[config.mk]
export PLATFORM = sky130hd
export DESIGN_NAME = audio_level_meter_ballistics_flat
export DESIGN_NICKNAME = d
export VERILOG_FILES = /design/src/sv/alm_pkg.sv /design/src/sv/alm_if.sv /design/src/sv/alm_update.sv /design/src/sv/audio_level_meter_ballistics.sv /design/src/flat_wrapper.sv
export SDC_FILE = /design/constraint.sdc
export NUM_CORES = 1
export LEC_CHECK = 0
export ABC_AREA = 0
export BUFFER_PORTS_ARGS = -buffer_cell sky130_fd_sc_hd__buf_2
export CORE_MARGIN = 2
export CORE_UTILIZATION = 59
export CTS_CLUSTER_SIZE = 40
export DETAILED_ROUTE_END_ITERATION = 10
export GPL_TIMING_DRIVEN = 0
export PLACE_DENSITY = 0.8
export SETUP_SLACK_MARGIN = 0.5
export SLEW_MARGIN = 5
export SYNTH_ARGS = -nofsm -noshare
export SYNTH_HDL_FRONTEND = slang
export SYNTH_SLANG_ARGS = --single-unit
[constraint.sdc]
create_clock -name clk -period 11.1 [get_ports clk]
set_clock_uncertainty 0.1 [all_clocks]
set_input_delay 0 -clock clk [delete_from_list [all_inputs] [get_ports clk]]
set_output_delay 0 -clock clk [all_outputs]
set_load 0.05 [all_outputs]
[src/sv/alm_pkg.sv]
package alm_pkg;

    localparam int LEVEL_W    = 16;
    localparam int COEF_W     = 16;
    localparam int DECAY_W    = 15;
    localparam int CNT_W      = 8;
    localparam int REG_IDX_W  = 3;
    localparam int CFG_DATA_W = 16;

    // Q1.15 coefficients: product is shifted down by this much
    localparam int COEF_FRAC  = 15;

    localparam logic [COEF_W-1:0]  ATTACK_COEF_RST     = 16'd19661;
    localparam logic [COEF_W-1:0]  RELEASE_COEF_RST    = 16'd6554;
    localparam logic [DECAY_W-1:0] DECAY_STEP_RST      = 15'd328;
    localparam logic [LEVEL_W-1:0] CLIP_THRESHOLD_RST  = 16'd16384;
    localparam logic [CNT_W-1:0]   CLIP_HOLD_TICKS_RST = 8'd30;

    typedef enum logic [0:0] {
        CMD_LEVEL = 1'b0,
        CMD_TICK  = 1'b1
    } cmd_t;

    typedef enum logic [REG_IDX_W-1:0] {
        REG_ATTACK_COEF     = 3'd0,
        REG_RELEASE_COEF    = 3'd1,
        REG_DECAY_STEP      = 3'd2,
        REG_CLIP_THRESHOLD  = 3'd3,
        REG_CLIP_HOLD_TICKS = 3'd4
    } reg_idx_t;

    typedef struct packed {
        logic [COEF_W-1:0]  attack_coef;
        logic [COEF_W-1:0]  release_coef;
        logic [DECAY_W-1:0] decay_step;
        logic [LEVEL_W-1:0] clip_threshold;
        logic [CNT_W-1:0]   clip_hold_ticks;
    } cfg_t;

    typedef struct packed {
        logic [LEVEL_W-1:0] smooth;
        logic [LEVEL_W-1:0] hold;
        logic [CNT_W-1:0]   clip_count;
        logic               clip_flag;
    } meter_state_t;

endpackage

[src/sv/alm_if.sv]
interface alm_item_if;
    logic                           valid;
    logic                           ready;
    alm_pkg::cmd_t                  command;
    logic [alm_pkg::LEVEL_W-1:0]    level;

    modport source (output valid, output command, output level, input ready);
    modport sink   (input valid, input command, input level, output ready);
endinterface

interface alm_result_if;
    logic                           valid;
    logic                           ready;
    logic [alm_pkg::LEVEL_W-1:0]    smoothed_level;
    logic [alm_pkg::LEVEL_W-1:0]    held_peak;
    logic                           clip_on;

    modport source (output valid, output smoothed_level, output held_peak, output clip_on,
                    input ready);
    modport sink   (input valid, input smoothed_level, input held_peak, input clip_on,
                    output ready);
endinterface

interface alm_cfg_if;
    logic                               valid;
    logic                               ready;
    logic [alm_pkg::REG_IDX_W-1:0]      index;
    logic [alm_pkg::CFG_DATA_W-1:0]     data;

    modport source (output valid, output index, output data, input ready);
    modport sink   (input valid, input index, input data, output ready);
endinterface

[src/sv/alm_update.sv]
// Next meter state for one request: attack/release smoothing, peak hold, clip.
module alm_update (
    input  alm_pkg::cfg_t                cfg,
    input  alm_pkg::meter_state_t        state,
    input  alm_pkg::cmd_t                command,
    input  logic [alm_pkg::LEVEL_W-1:0]  level,
    output alm_pkg::meter_state_t        state_next
);

    localparam int DIFF_W = alm_pkg::LEVEL_W + 1;
    localparam int PROD_W = DIFF_W + alm_pkg::COEF_W + 1;
    localparam int SUM_W  = PROD_W - alm_pkg::COEF_FRAC + 1;

    logic                            rising;
    logic signed [DIFF_W-1:0]        diff;
    logic [alm_pkg::COEF_W-1:0]      coef;
    logic signed [PROD_W-1:0]        prod;
    logic signed [PROD_W-1:0]        step;
    logic signed [SUM_W-1:0]         sum;
    logic [alm_pkg::LEVEL_W-1:0]     smooth_sat;
    logic [alm_pkg::LEVEL_W-1:0]     hold_dec;
    logic [alm_pkg::DECAY_W-1:0]     decay;

    assign rising = level > state.smooth;
    assign diff   = $signed({1'b0, level}) - $signed({1'b0, state.smooth});
    assign coef   = rising ? cfg.attack_coef : cfg.release_coef;
    assign prod   = PROD_W'(diff) * PROD_W'($signed({1'b0, coef}));
    // arithmetic shift floors toward minus infinity
    assign step   = prod >>> alm_pkg::COEF_FRAC;
    assign sum    = SUM_W'($signed({1'b0, state.smooth})) + SUM_W'(step);

    always_comb
    begin
        if (sum[SUM_W-1])
        begin
            smooth_sat = '0;
        end
        else if (sum > $signed(SUM_W'({alm_pkg::LEVEL_W{1'b1}})))
        begin
            smooth_sat = '1;
        end
        else
        begin
            smooth_sat = sum[alm_pkg::LEVEL_W-1:0];
        end
    end

    assign decay    = cfg.decay_step;
    assign hold_dec = (state.hold > alm_pkg::LEVEL_W'(decay))
                    ? state.hold - alm_pkg::LEVEL_W'(decay) : '0;

    always_comb
    begin
        state_next = state;
        case (command)
            alm_pkg::CMD_LEVEL:
            begin
                state_next.smooth = smooth_sat;
                if (level >= state.hold)
                begin
                    state_next.hold = level;
                end
                if (level >= cfg.clip_threshold)
                begin
                    state_next.clip_flag  = 1'b1;
                    state_next.clip_count = cfg.clip_hold_ticks;
                end
            end
            default:
            begin
                state_next.hold = hold_dec;
                if (state.clip_count != '0)
                begin
                    state_next.clip_count = state.clip_count - alm_pkg::CNT_W'(1);
                    if (state.clip_count == alm_pkg::CNT_W'(1))
                    begin
                        state_next.clip_flag = 1'b0;
                    end
                end
            end
        endcase
    end

endmodule

[src/sv/audio_level_meter_ballistics.sv]
// Level meter ballistics. Each request on "item" is either a level sample
// (command 0), which pulls the smoothed level toward the sample by a Q1.15
// attack or release fraction of the difference (floored, saturated to
// 0..65535), raises the peak hold and may flag clipping, or a decay tick
// (command 1), which lowers the peak hold by decay_step and counts the clip
// indication down. Every request yields exactly one request on "result" with
// the meter state after it. Throughput is one request per clock while results
// are taken; a request passes the input register, then the state/result
// register, before its result is offered. The clock period is set by the
// state feedback loop: a 17x17 signed multiply, an add and saturation
// between the state register and itself. Registers on "cfg" (0 attack,
// 1 release, 2 decay step, 3 clip threshold, 4 clip hold ticks) take effect
// for requests processed after the write; other indexes are ignored. Write
// them only while idle.
module audio_level_meter_ballistics (
    input  logic           clk,
    input  logic           rst_n,
    alm_item_if.sink       item,
    alm_result_if.source   result,
    alm_cfg_if.sink        cfg
);

    // configuration registers
    alm_pkg::cfg_t                  cfg_reg;

    // input stage
    logic                           s1_valid_reg;
    alm_pkg::cmd_t                  s1_cmd_reg;
    logic [alm_pkg::LEVEL_W-1:0]    s1_level_reg;
    logic                           s1_adv;

    // meter state doubles as the result register
    alm_pkg::meter_state_t          state_reg;
    alm_pkg::meter_state_t          state_next;
    logic                           out_valid_reg;

    assign cfg.ready = 1'b1;

    always_ff @(posedge clk or negedge rst_n)
    begin
        if (!rst_n)
        begin
            cfg_reg.attack_coef     <= alm_pkg::ATTACK_COEF_RST;
            cfg_reg.release_coef    <= alm_pkg::RELEASE_COEF_RST;
            cfg_reg.decay_step      <= alm_pkg::DECAY_STEP_RST;
            cfg_reg.clip_threshold  <= alm_pkg::CLIP_THRESHOLD_RST;
            cfg_reg.clip_hold_ticks <= alm_pkg::CLIP_HOLD_TICKS_RST;
        end
        else if (cfg.valid && cfg.ready)
        begin
            unique case (alm_pkg::reg_idx_t'(cfg.index))
                alm_pkg::REG_ATTACK_COEF:
                    cfg_reg.attack_coef <= cfg.data;
                alm_pkg::REG_RELEASE_COEF:
                    cfg_reg.release_coef <= cfg.data;
                alm_pkg::REG_DECAY_STEP:
                    cfg_reg.decay_step <= cfg.data[alm_pkg::DECAY_W-1:0];
                alm_pkg::REG_CLIP_THRESHOLD:
                    cfg_reg.clip_threshold <= cfg.data;
                alm_pkg::REG_CLIP_HOLD_TICKS:
                    cfg_reg.clip_hold_ticks <= cfg.data[alm_pkg::CNT_W-1:0];
                default:
                begin
                end
            endcase
        end
    end

    // Stage 1 moves on when the result slot is empty or being drained.
    assign s1_adv     = s1_valid_reg && (!out_valid_reg || result.ready);
    assign item.ready = !s1_valid_reg || s1_adv;

    always_ff @(posedge clk or negedge rst_n)
    begin
        if (!rst_n)
        begin
            s1_valid_reg <= 1'b0;
        end
        else if (item.ready)
        begin
            s1_valid_reg <= item.valid;
        end
    end

    always_ff @(posedge clk)
    begin
        if (item.valid && item.ready)
        begin
            s1_cmd_reg   <= item.command;
            s1_level_reg <= item.level;
        end
    end

    alm_update u_update (
        .cfg        (cfg_reg),
        .state      (state_reg),
        .command    (s1_cmd_reg),
        .level      (s1_level_reg),
        .state_next (state_next)
    );

    // State only changes when a result is produced, so it is the result.
    always_ff @(posedge clk or negedge rst_n)
    begin
        if (!rst_n)
        begin
            state_reg     <= '0;
            out_valid_reg <= 1'b0;
        end
        else
        begin
            if (s1_adv)
            begin
                state_reg     <= state_next;
                out_valid_reg <= 1'b1;
            end
            else if (result.ready)
            begin
                out_valid_reg <= 1'b0;
            end
        end
    end

    assign result.valid          = out_valid_reg;
    assign result.smoothed_level = state_reg.smooth;
    assign result.held_peak      = state_reg.hold;
    assign result.clip_on        = state_reg.clip_flag;

    // a running clip countdown always shows the flag
    a_count_implies_flag: assert property (@(posedge clk) disable iff (!rst_n)
        state_reg.clip_count != '0 |-> state_reg.clip_flag)
        else $error("clip count running with flag clear");

    // a level sample leaves the hold at or above that sample
    a_hold_covers_level: assert property (@(posedge clk) disable iff (!rst_n)
        (s1_adv && s1_cmd_reg == alm_pkg::CMD_LEVEL)
        |=> state_reg.hold >= $past(s1_level_reg))
        else $error("peak hold below level sample");

    // a tick never raises the hold or the smoothed level changes
    a_tick_no_rise: assert property (@(posedge clk) disable iff (!rst_n)
        (s1_adv && s1_cmd_reg == alm_pkg::CMD_TICK)
        |=> (state_reg.hold <= $past(state_reg.hold))
            && (state_reg.smooth == $past(state_reg.smooth)))
        else $error("tick raised hold or moved smoothed level");

    // state is frozen while a result waits
    a_state_held: assert property (@(posedge clk) disable iff (!rst_n)
        (out_valid_reg && !result.ready) |=> $stable(state_reg))
        else $error("state changed under a stalled result");

    // accepted request is captured into stage 1
    a_accept_loads: assert property (@(posedge clk) disable iff (!rst_n)
        (item.valid && item.ready) |=> s1_valid_reg)
        else $error("accepted request lost");

endmodule

[src/flat_wrapper.sv]
// flat-port wrapper written by rule: the top's interface ports become plain ports
module audio_level_meter_ballistics_flat 
  (clk, rst_n, item_valid, item_command, item_level, item_ready, result_valid, result_smoothed_level, result_held_peak, result_clip_on, result_ready, cfg_valid, cfg_index, cfg_data, cfg_ready);
  alm_item_if item_i ();
  alm_result_if result_i ();
  alm_cfg_if cfg_i ();
  input  logic clk;
  input  logic rst_n;
  input wire logic [$bits(item_i.valid)-1:0] item_valid;
  input wire logic [$bits(item_i.command)-1:0] item_command;
  input wire logic [$bits(item_i.level)-1:0] item_level;
  output wire logic [$bits(item_i.ready)-1:0] item_ready;
  output wire logic [$bits(result_i.valid)-1:0] result_valid;
  output wire logic [$bits(result_i.smoothed_level)-1:0] result_smoothed_level;
  output wire logic [$bits(result_i.held_peak)-1:0] result_held_peak;
  output wire logic [$bits(result_i.clip_on)-1:0] result_clip_on;
  input wire logic [$bits(result_i.ready)-1:0] result_ready;
  input wire logic [$bits(cfg_i.valid)-1:0] cfg_valid;
  input wire logic [$bits(cfg_i.index)-1:0] cfg_index;
  input wire logic [$bits(cfg_i.data)-1:0] cfg_data;
  output wire logic [$bits(cfg_i.ready)-1:0] cfg_ready;
  assign item_i.valid = item_valid;
  assign item_i.command = item_command;
  assign item_i.level = item_level;
  assign item_ready = item_i.ready;
  assign result_valid = result_i.valid;
  assign result_smoothed_level = result_i.smoothed_level;
  assign result_held_peak = result_i.held_peak;
  assign result_clip_on = result_i.clip_on;
  assign result_i.ready = result_ready;
  assign cfg_i.valid = cfg_valid;
  assign cfg_i.index = cfg_index;
  assign cfg_i.data = cfg_data;
  assign cfg_ready = cfg_i.ready;
  audio_level_meter_ballistics u_core (.clk(clk), .rst_n(rst_n), .item(item_i), .result(result_i), .cfg(cfg_i));
endmodule
Word-level counts from Yosys, hierarchy flattened
Cells that the tools add are included.
{ "totals": {"register_bits": 131, "word_cells": 62} }
{ "classes": {"add_sub_neg": 4, "n_mul": 1, "order_cmp": 5, "eq_ne": 7, "mux": 11, "n_bitwise": 1, "reduce_logical": 20} }
{ "op_table": {"columns": ["cell", "count"], "rows": [
  ["$mux W16", 5],
  ["$mul A17 B17 Y34", 1],
  ["$ge A16 B16 Y1", 2],
  ["$mux W25", 1],
  ["$add A17 B19 Y20", 1],
  ["$gt A20 B17 Y1 const B", 1],
  ["$mux W9", 2],
  ["$sub A16 B16 Y17", 1],
  ["$gt A16 B15 Y1", 1],
  ["$gt A16 B16 Y1", 1],
  ["$sub A16 B15 Y16", 1],
  ["$reduce_and A2 Y1", 7],
  ["$eq A8 B1 Y1 const B", 1],
  ["$reduce_bool A8 Y1", 1],
  ["$sub A8 B1 Y8 const B", 1],
  ["$eq A3 B2 Y1 const B", 2],
  ["$reduce_bool A2 Y1", 3],
  ["$ne A2 B2 Y1 const B", 2],
  ["$reduce_and A4 Y1", 1],
  ["$eq A3 B1 Y1 const B", 1],
  ["$eq A3 B3 Y1 const B", 1],
  ["$logic_not A3 Y1", 1],
  ["$mux W1", 3],
  ["$reduce_and A3 Y1", 1],
  ["other kinds (4)", 7]
]} }

Depth between registers and ports, before layout
{ "logic_depth": {"ltp_word": 7, "ltp_mapped": 49, "ltp_nobuf": 47} }

Modules after synthesis
Synthesis repeated with hierarchy kept, for this count alone.
{ "unflattened": {"hier_cells": 1985, "area_unflattened_um2": 19336.0} }
{ "modules_own_cells": {"columns": ["module", "n_inst", "cells_per_inst", "area_each_um2"], "rows": [
  ["alm_update", 1, 1686, 14126.0],
  ["audio_level_meter_ballistics", 1, 299, 5210.0]
]} }

Worst setup path after synthesis
No wires, ideal clock.
{ "synth_timing": {"path_kind": "register -> register", "startpoint": "reg u_core.state_reg (netlist bit u_core.result.smoothed_level[1])", "endpoint": "reg u_core.state_reg (netlist bit u_core.result.smoothed_level[11])", "setup_ns": 0.126, "arrival_ns": 10.958, "required_time_ns": 10.874, "slack_ns": -0.084, "path_stages_with_launch": 49, "synth_period_minus_slack_ns": 11.184, "cell_sequence": "dfrtp_1 > inv_1 > ha_1 > nor2b_1 > o21ai_0 > a21boi_0 > o211ai_1 > a21boi_0 > o2111ai_1 > a311oi_1 > o21ai_0 > a21oi_1 > buf_2 > mux2i_1 > clkbuf_1 > nor2_1 > fa_1 > inv_1 > [... 13 more ...] > nor2b_1 > o21a_1 > o21a_1 > nor2_1 > xnor2_1 > ha_1 > and2_1 > a311o_1 > and3_4 > a221o_1 > a221o_1 > a21o_1 > a21oi_1 > nor4_1 > o21a_4 > a21boi_4 > buf_6 > a221o_1"} }
{ "synth_via": {"elab_chain_len": 7} }
{ "synth_lines": {"columns": ["element", "line", "rtl"], "rows": [
  ["from (decl)", "audio_level_meter_ballistics.sv:33", "alm_pkg::meter_state_t state_reg;"],
  ["from (signal assigned)", "audio_level_meter_ballistics.sv:114", "state_reg <= state_next;"],
  ["$gt A16 B16 Y1", "alm_update.sv:24", "assign rising = level > state.smooth;"],
  ["$mux W16", "alm_update.sv:26", "assign coef = rising ? cfg.attack_coef : cfg.release_coef;"],
  ["$mul A17 B17 Y34", "alm_update.sv:27", "assign prod = PROD_W'(diff) * PROD_W'($signed({1'b0, coef}));"],
  ["$add A17 B19 Y20 (*)", "alm_update.sv:30", "assign sum = SUM_W'($signed({1'b0, state.smooth})) + SUM_W'(step);"],
  ["$gt A20 B17 Y1", "alm_update.sv:38", "else if (sum > $signed(SUM_W'({alm_pkg::LEVEL_W{1'b1}})))"],
  ["$mux W16", "alm_update.sv:38", null],
  ["$mux W16 (*)", "alm_update.sv:34", "if (sum[SUM_W-1])"]
]} }
Every way passes the cells marked *; elsewhere a longest branch is shown, timed or not.
A chain may end at the register's enable or synchronous reset.

Worst setup path after layout
{ "layout_timing": {"startpoint": "reg u_core.s1_level_reg[1] (netlist name)", "endpoint": "reg u_core.state_reg (netlist bit u_core.result.smoothed_level[3])"} }
{ "layout_via": {"elab_chain_len": 7} }
{ "layout_lines": {"columns": ["element", "line", "rtl"], "rows": [
  ["from (decl)", "audio_level_meter_ballistics.sv:29", "logic [alm_pkg::LEVEL_W-1:0] s1_level_reg;"],
  ["from (signal assigned)", "audio_level_meter_ballistics.sv:90", "s1_level_reg <= item.level;"],
  ["$gt A16 B16 Y1", "alm_update.sv:24", null],
  ["$mux W16", "alm_update.sv:26", null],
  ["$mul A17 B17 Y34 (*)", "alm_update.sv:27", null],
  ["$add A17 B19 Y20 (*)", "alm_update.sv:30", null],
  ["$gt A20 B17 Y1", "alm_update.sv:38", null],
  ["$mux W16", "alm_update.sv:38", null],
  ["$mux W16 (*)", "alm_update.sv:34", null]
]} }
Marks and branches as above.

==> run_results.csv <==
group,metric,value,unit
critical_path,cp_data_arrival_time,11.51,ns
cts,cts_tree,"built",
critical_path,critPathTopFamily,"compound AO/OA/AOI/OAI gates",
critical_path,crit-reg2reg-capture,"u_core.result.smoothed_level[3]",
hold_path,timing.hold.worst_path_depth,3,
logic_synthesis,ys_seq_elements,131,
logic_synthesis,synth.area.top_cells,"sky130_fd_sc_hd__fa_1 (30%), sky130_fd_sc_hd__dfrtp_1 (12%), sky130_fd_sc_hd__ha_1 (11%)",
floorplanning,std_cell_rows,65,
logic_synthesis,synthesis.nets,2485,
hold_path,timing.hold.worst.start,"cfg_index[0]",
cells_and_area,final.fill_count,2198,
cells_and_area,largest_register_ffs,71,
routing,drt.antenna.violating_nets,0,
critical_path,timing_worst_setup_path_type,"reg2reg",
floorplanning,die-area,33100,um2
logic_synthesis,postSynthAreaPerCell,9.36,um2
logic_synthesis,synth-edff-count,17,
critical_path,critPathBufInv,11,
sta,slew_headroom,13.5,%
cells_and_area,drive_gt1_share,19.4,%
place,placement.setup.worst_slack,-1.48,ns
grt,largest_net_degree_at_the_start_of_global_routing,86,
critical_path,cp-end-kind,"flip-flop",
critical_path,cp_common_cell,"sky130_fd_sc_hd__fa_1",
grt,grt_use_total,34.4,%
sta,finalHoldViolations,0,
critical_path,worstReg2RegStart,"u_core.s1_level_reg[1]",
cts,cts.sinks,131,
place,routabilityCongestion,0.973,
sta,finalSetupViolations,16,
cells_and_area,post_layout_nonfiller_instances,2626,
critical_path,delay_of_the_slowest_critical_path_stage,0.54,ns
logic_synthesis,synthesis.instances,1996,
floorplanning,core,31400,um2
sta,drv_slew,0,
grt,grt_first_pass_wirelength,88.0,mm
sta,post-route-period-util,102,%
routing,routed-via-count,15700,
job,max-cap-violations,0,
cts,clock_insertion_delay_worst_skew,0.43,ns
sta,tightest_slew,1.29,ns
cts,cts_htree_levels,4,
routing,via_per_inst,5.96,
critical_path,rr_worst_depth,47,
routing,drt-pass1-iter-count,6,
logic_synthesis,async_flop_share,87.0,%
logic_synthesis,postSynth.topFlopCell,"sky130_fd_sc_hd__dfrtp_1",
critical_path,critical_path.max_fanout,6,
logic_synthesis,yosysMostFrequentCell,"sky130_fd_sc_hd__inv_1",
cts,clockRootBuffer,"sky130_fd_sc_hd__clkbuf_16",
sta,final_setup_tns,-2.88,ns
logic_synthesis,synth.top_cells.by_count,"sky130_fd_sc_hd__inv_1 (411), sky130_fd_sc_hd__fa_1 (280), sky130_fd_sc_hd__nand2_1 (195)",
logic_synthesis,mappedNetlistArea,18700,um2
logic_synthesis,number_of_distinct_library_cells_after_synthesis,72,
status,outcome,"finished, violations left",
routing,residual_drc_count,0,
floorplanning,chip_height,182,um
place,numPortBuffers,74,
cts,cts.path.max_buffers,2,
sta,fmax,88.5,MHz
sta,finalWorstSetupSlack,-0.199,ns
sta,rsz0062_at_grt,"yes",
place,post-place-cells,2473,
place,placement.cell_area,19800,um2
grt,grt-ovfl-total,0,
cells_and_area,multi_input_area,13800,um2
routing,finalWirelength,55.1,mm
cells_and_area,flow.area_growth_from_synthesis,17.3,%
logic_synthesis,yosysWarnings,0,
critical_path,setup.reg_to_reg.worst_slack,-0.20,ns
grt,grt_antenna_before_repair,0,
routing,wl_per_instance,21.0,um
sta,min_period,11.30,ns
cts,path_clk_slew,0.07,ns
cells_and_area,postLayoutCellArea,21900,um2
cts,cts_buffers,17,
routing,detailedRoute.firstIterationViolations,1414,
logic_synthesis,seq_area_frac_synth,18.2,%
cells_and_area,final_net_count,2699,
hold_path,min_delay_worst_endpoint,"u_core.cfg_reg[59]",
critical_path,worstPathRequired,11.31,ns
place,hpwl_after_detailed_placement,39.1,mm
logic_synthesis,leading_area_contributor_after_synthesis,"sky130_fd_sc_hd__fa_1",
grt,grt_pass1_vias,16300,
floorplanning,initial_cell_density_of_the_core,59.5,%
cells_and_area,area_occupied_by_registers,3390,um2
floorplanning,horizontal_die_dimension,182,um
critical_path,critical_path.slowest_cell,"sky130_fd_sc_hd__fa_1",
logic_synthesis,synth.top_cell.area_share,30.0,%
floorplanning,num_io_pins,77,
critical_path,launching_element_type_of_the_critical_path,"flip-flop",
status,failing_checks,"negative setup slack",
hold_path,holdCritPathClass,"in2reg",
-- how the worst max path moves through the flow --
stage	startpoint	end	slack, ns	cells past startpoint
after global routing	u_core.s1_level_reg[0]	u_core.result.smoothed_level[3]	-0.54	47
after CTS	u_core.s1_level_reg[1]	u_core.result.smoothed_level[3]	0.08	48
after floorplan	u_core.s1_level_reg[1]	u_core.result.smoothed_level[11]	0.45	47
after global placement	u_core.s1_level_reg[1]	u_core.result.smoothed_level[11]	-1.37	44
after detailed placement	u_core.s1_level_reg[1]	u_core.result.smoothed_level[11]	-1.48	44
final	u_core.s1_level_reg[1]	u_core.result.smoothed_level[3]	-0.20	47
-- cells by family (layout without fill, tap and decap cells) --
logic type	count (synthesis)	after routing	share of synthesized area, %
AND/OR/NAND/NOR	504	504	12.1
adder cells (fa/ha/maj)	448	448	41.3
other	1	2	0.0201
buffers and inverters	502	729	10.9
flip-flops	131	131	18.2
AO/OA/AOI/OAI	260	260	9.56
XOR/XNOR	67	67	3.14
multiplexers	83	83	4.92
-- final cells by class --
type | count | share of cell area [%]
Multi-Input combinational cell | 1363 | 62.9
Sequential cell | 131 | 15.5
Antenna cell | 1 | 0.0114
Buffer | 90 | 2.72
Inverter | 412 | 7.06
Timing Repair Buffer | 195 | 6.85
Clock inverter | 13 | 0.622
Tap cell | 402 | 2.29
Clock buffer | 19 | 2.07
-- through the flow --
| stage | hold slack, ns | utilization (%) |
|---|---|---|
| after CTS | 0.0443 | 68.8 |
| after detailed placement | -0.203 | 63.0 |
| final | 0.0503 | 69.8 |
| after global placement | 0.0762 | 62.9 |
| after floorplan | -0.396 | - |
| after global routing | 0.0760 | 69.8 |
-- layer usage --
metal / vias up / wire, um / track usage, %
li1: 6716 / - / -
met1: 7778 / 20600 / 44.1
met2: 954 / 26100 / 56.9
met3: 214 / 5500 / 7.00
met4: 0 / 2800 / 15.2
met5: - / 0 / 0
-- worst reg2reg max path: cells and delay by family, from the launching register on --
| family | cells | cell delay [ns] |
|---|---|---|
| adder cells (fa/ha/maj) | 9 | 3.97 |
| buffers and inverters | 11 | 1.29 |
| flip-flops | 1 | 0.46 |
| AO/OA/AOI/OAI | 21 | 4.44 |
| multiplexers | 1 | 0.26 |
| XOR/XNOR | 1 | 0.20 |
| AND/OR/NAND/NOR | 4 | 0.43 |
-- placed cells by master, fill, tap and decap left out, types with 20 or more instances in the layout --
cell type and instances:
sky130_fd_sc_hd__inv_1 406, sky130_fd_sc_hd__fa_1 275, sky130_fd_sc_hd__nand2_1 195, sky130_fd_sc_hd__ha_1 157, sky130_fd_sc_hd__nor2_1 154, sky130_fd_sc_hd__buf_4 108
sky130_fd_sc_hd__dfrtp_1 89, sky130_fd_sc_hd__buf_2 78, sky130_fd_sc_hd__mux2_2 65, sky130_fd_sc_hd__a21oi_1 50, sky130_fd_sc_hd__o21ai_0 49, sky130_fd_sc_hd__dlygate4sd3_1 38
sky130_fd_sc_hd__xnor2_1 37, sky130_fd_sc_hd__a21o_1 31, sky130_fd_sc_hd__clkbuf_1 29, sky130_fd_sc_hd__nand2b_1 23, sky130_fd_sc_hd__dfstp_2 23, sky130_fd_sc_hd__xor2_1 22
sky130_fd_sc_hd__and2_1 22, sky130_fd_sc_hd__nor3_1 20
-- what timing repair did --
action,in CTS,in global routing
pin swaps,54,34
hold buffers,39,0
setup buffers,60,19
gates cloned,2,0
hold endpoints to repair,181,0
gates resized for setup,82,32
endpoints found under the setup margin,16,16
Power is left out: the tool's default activity adds up to more than one toggle a clock period on the data nets, which glitch-free logic cannot reach.
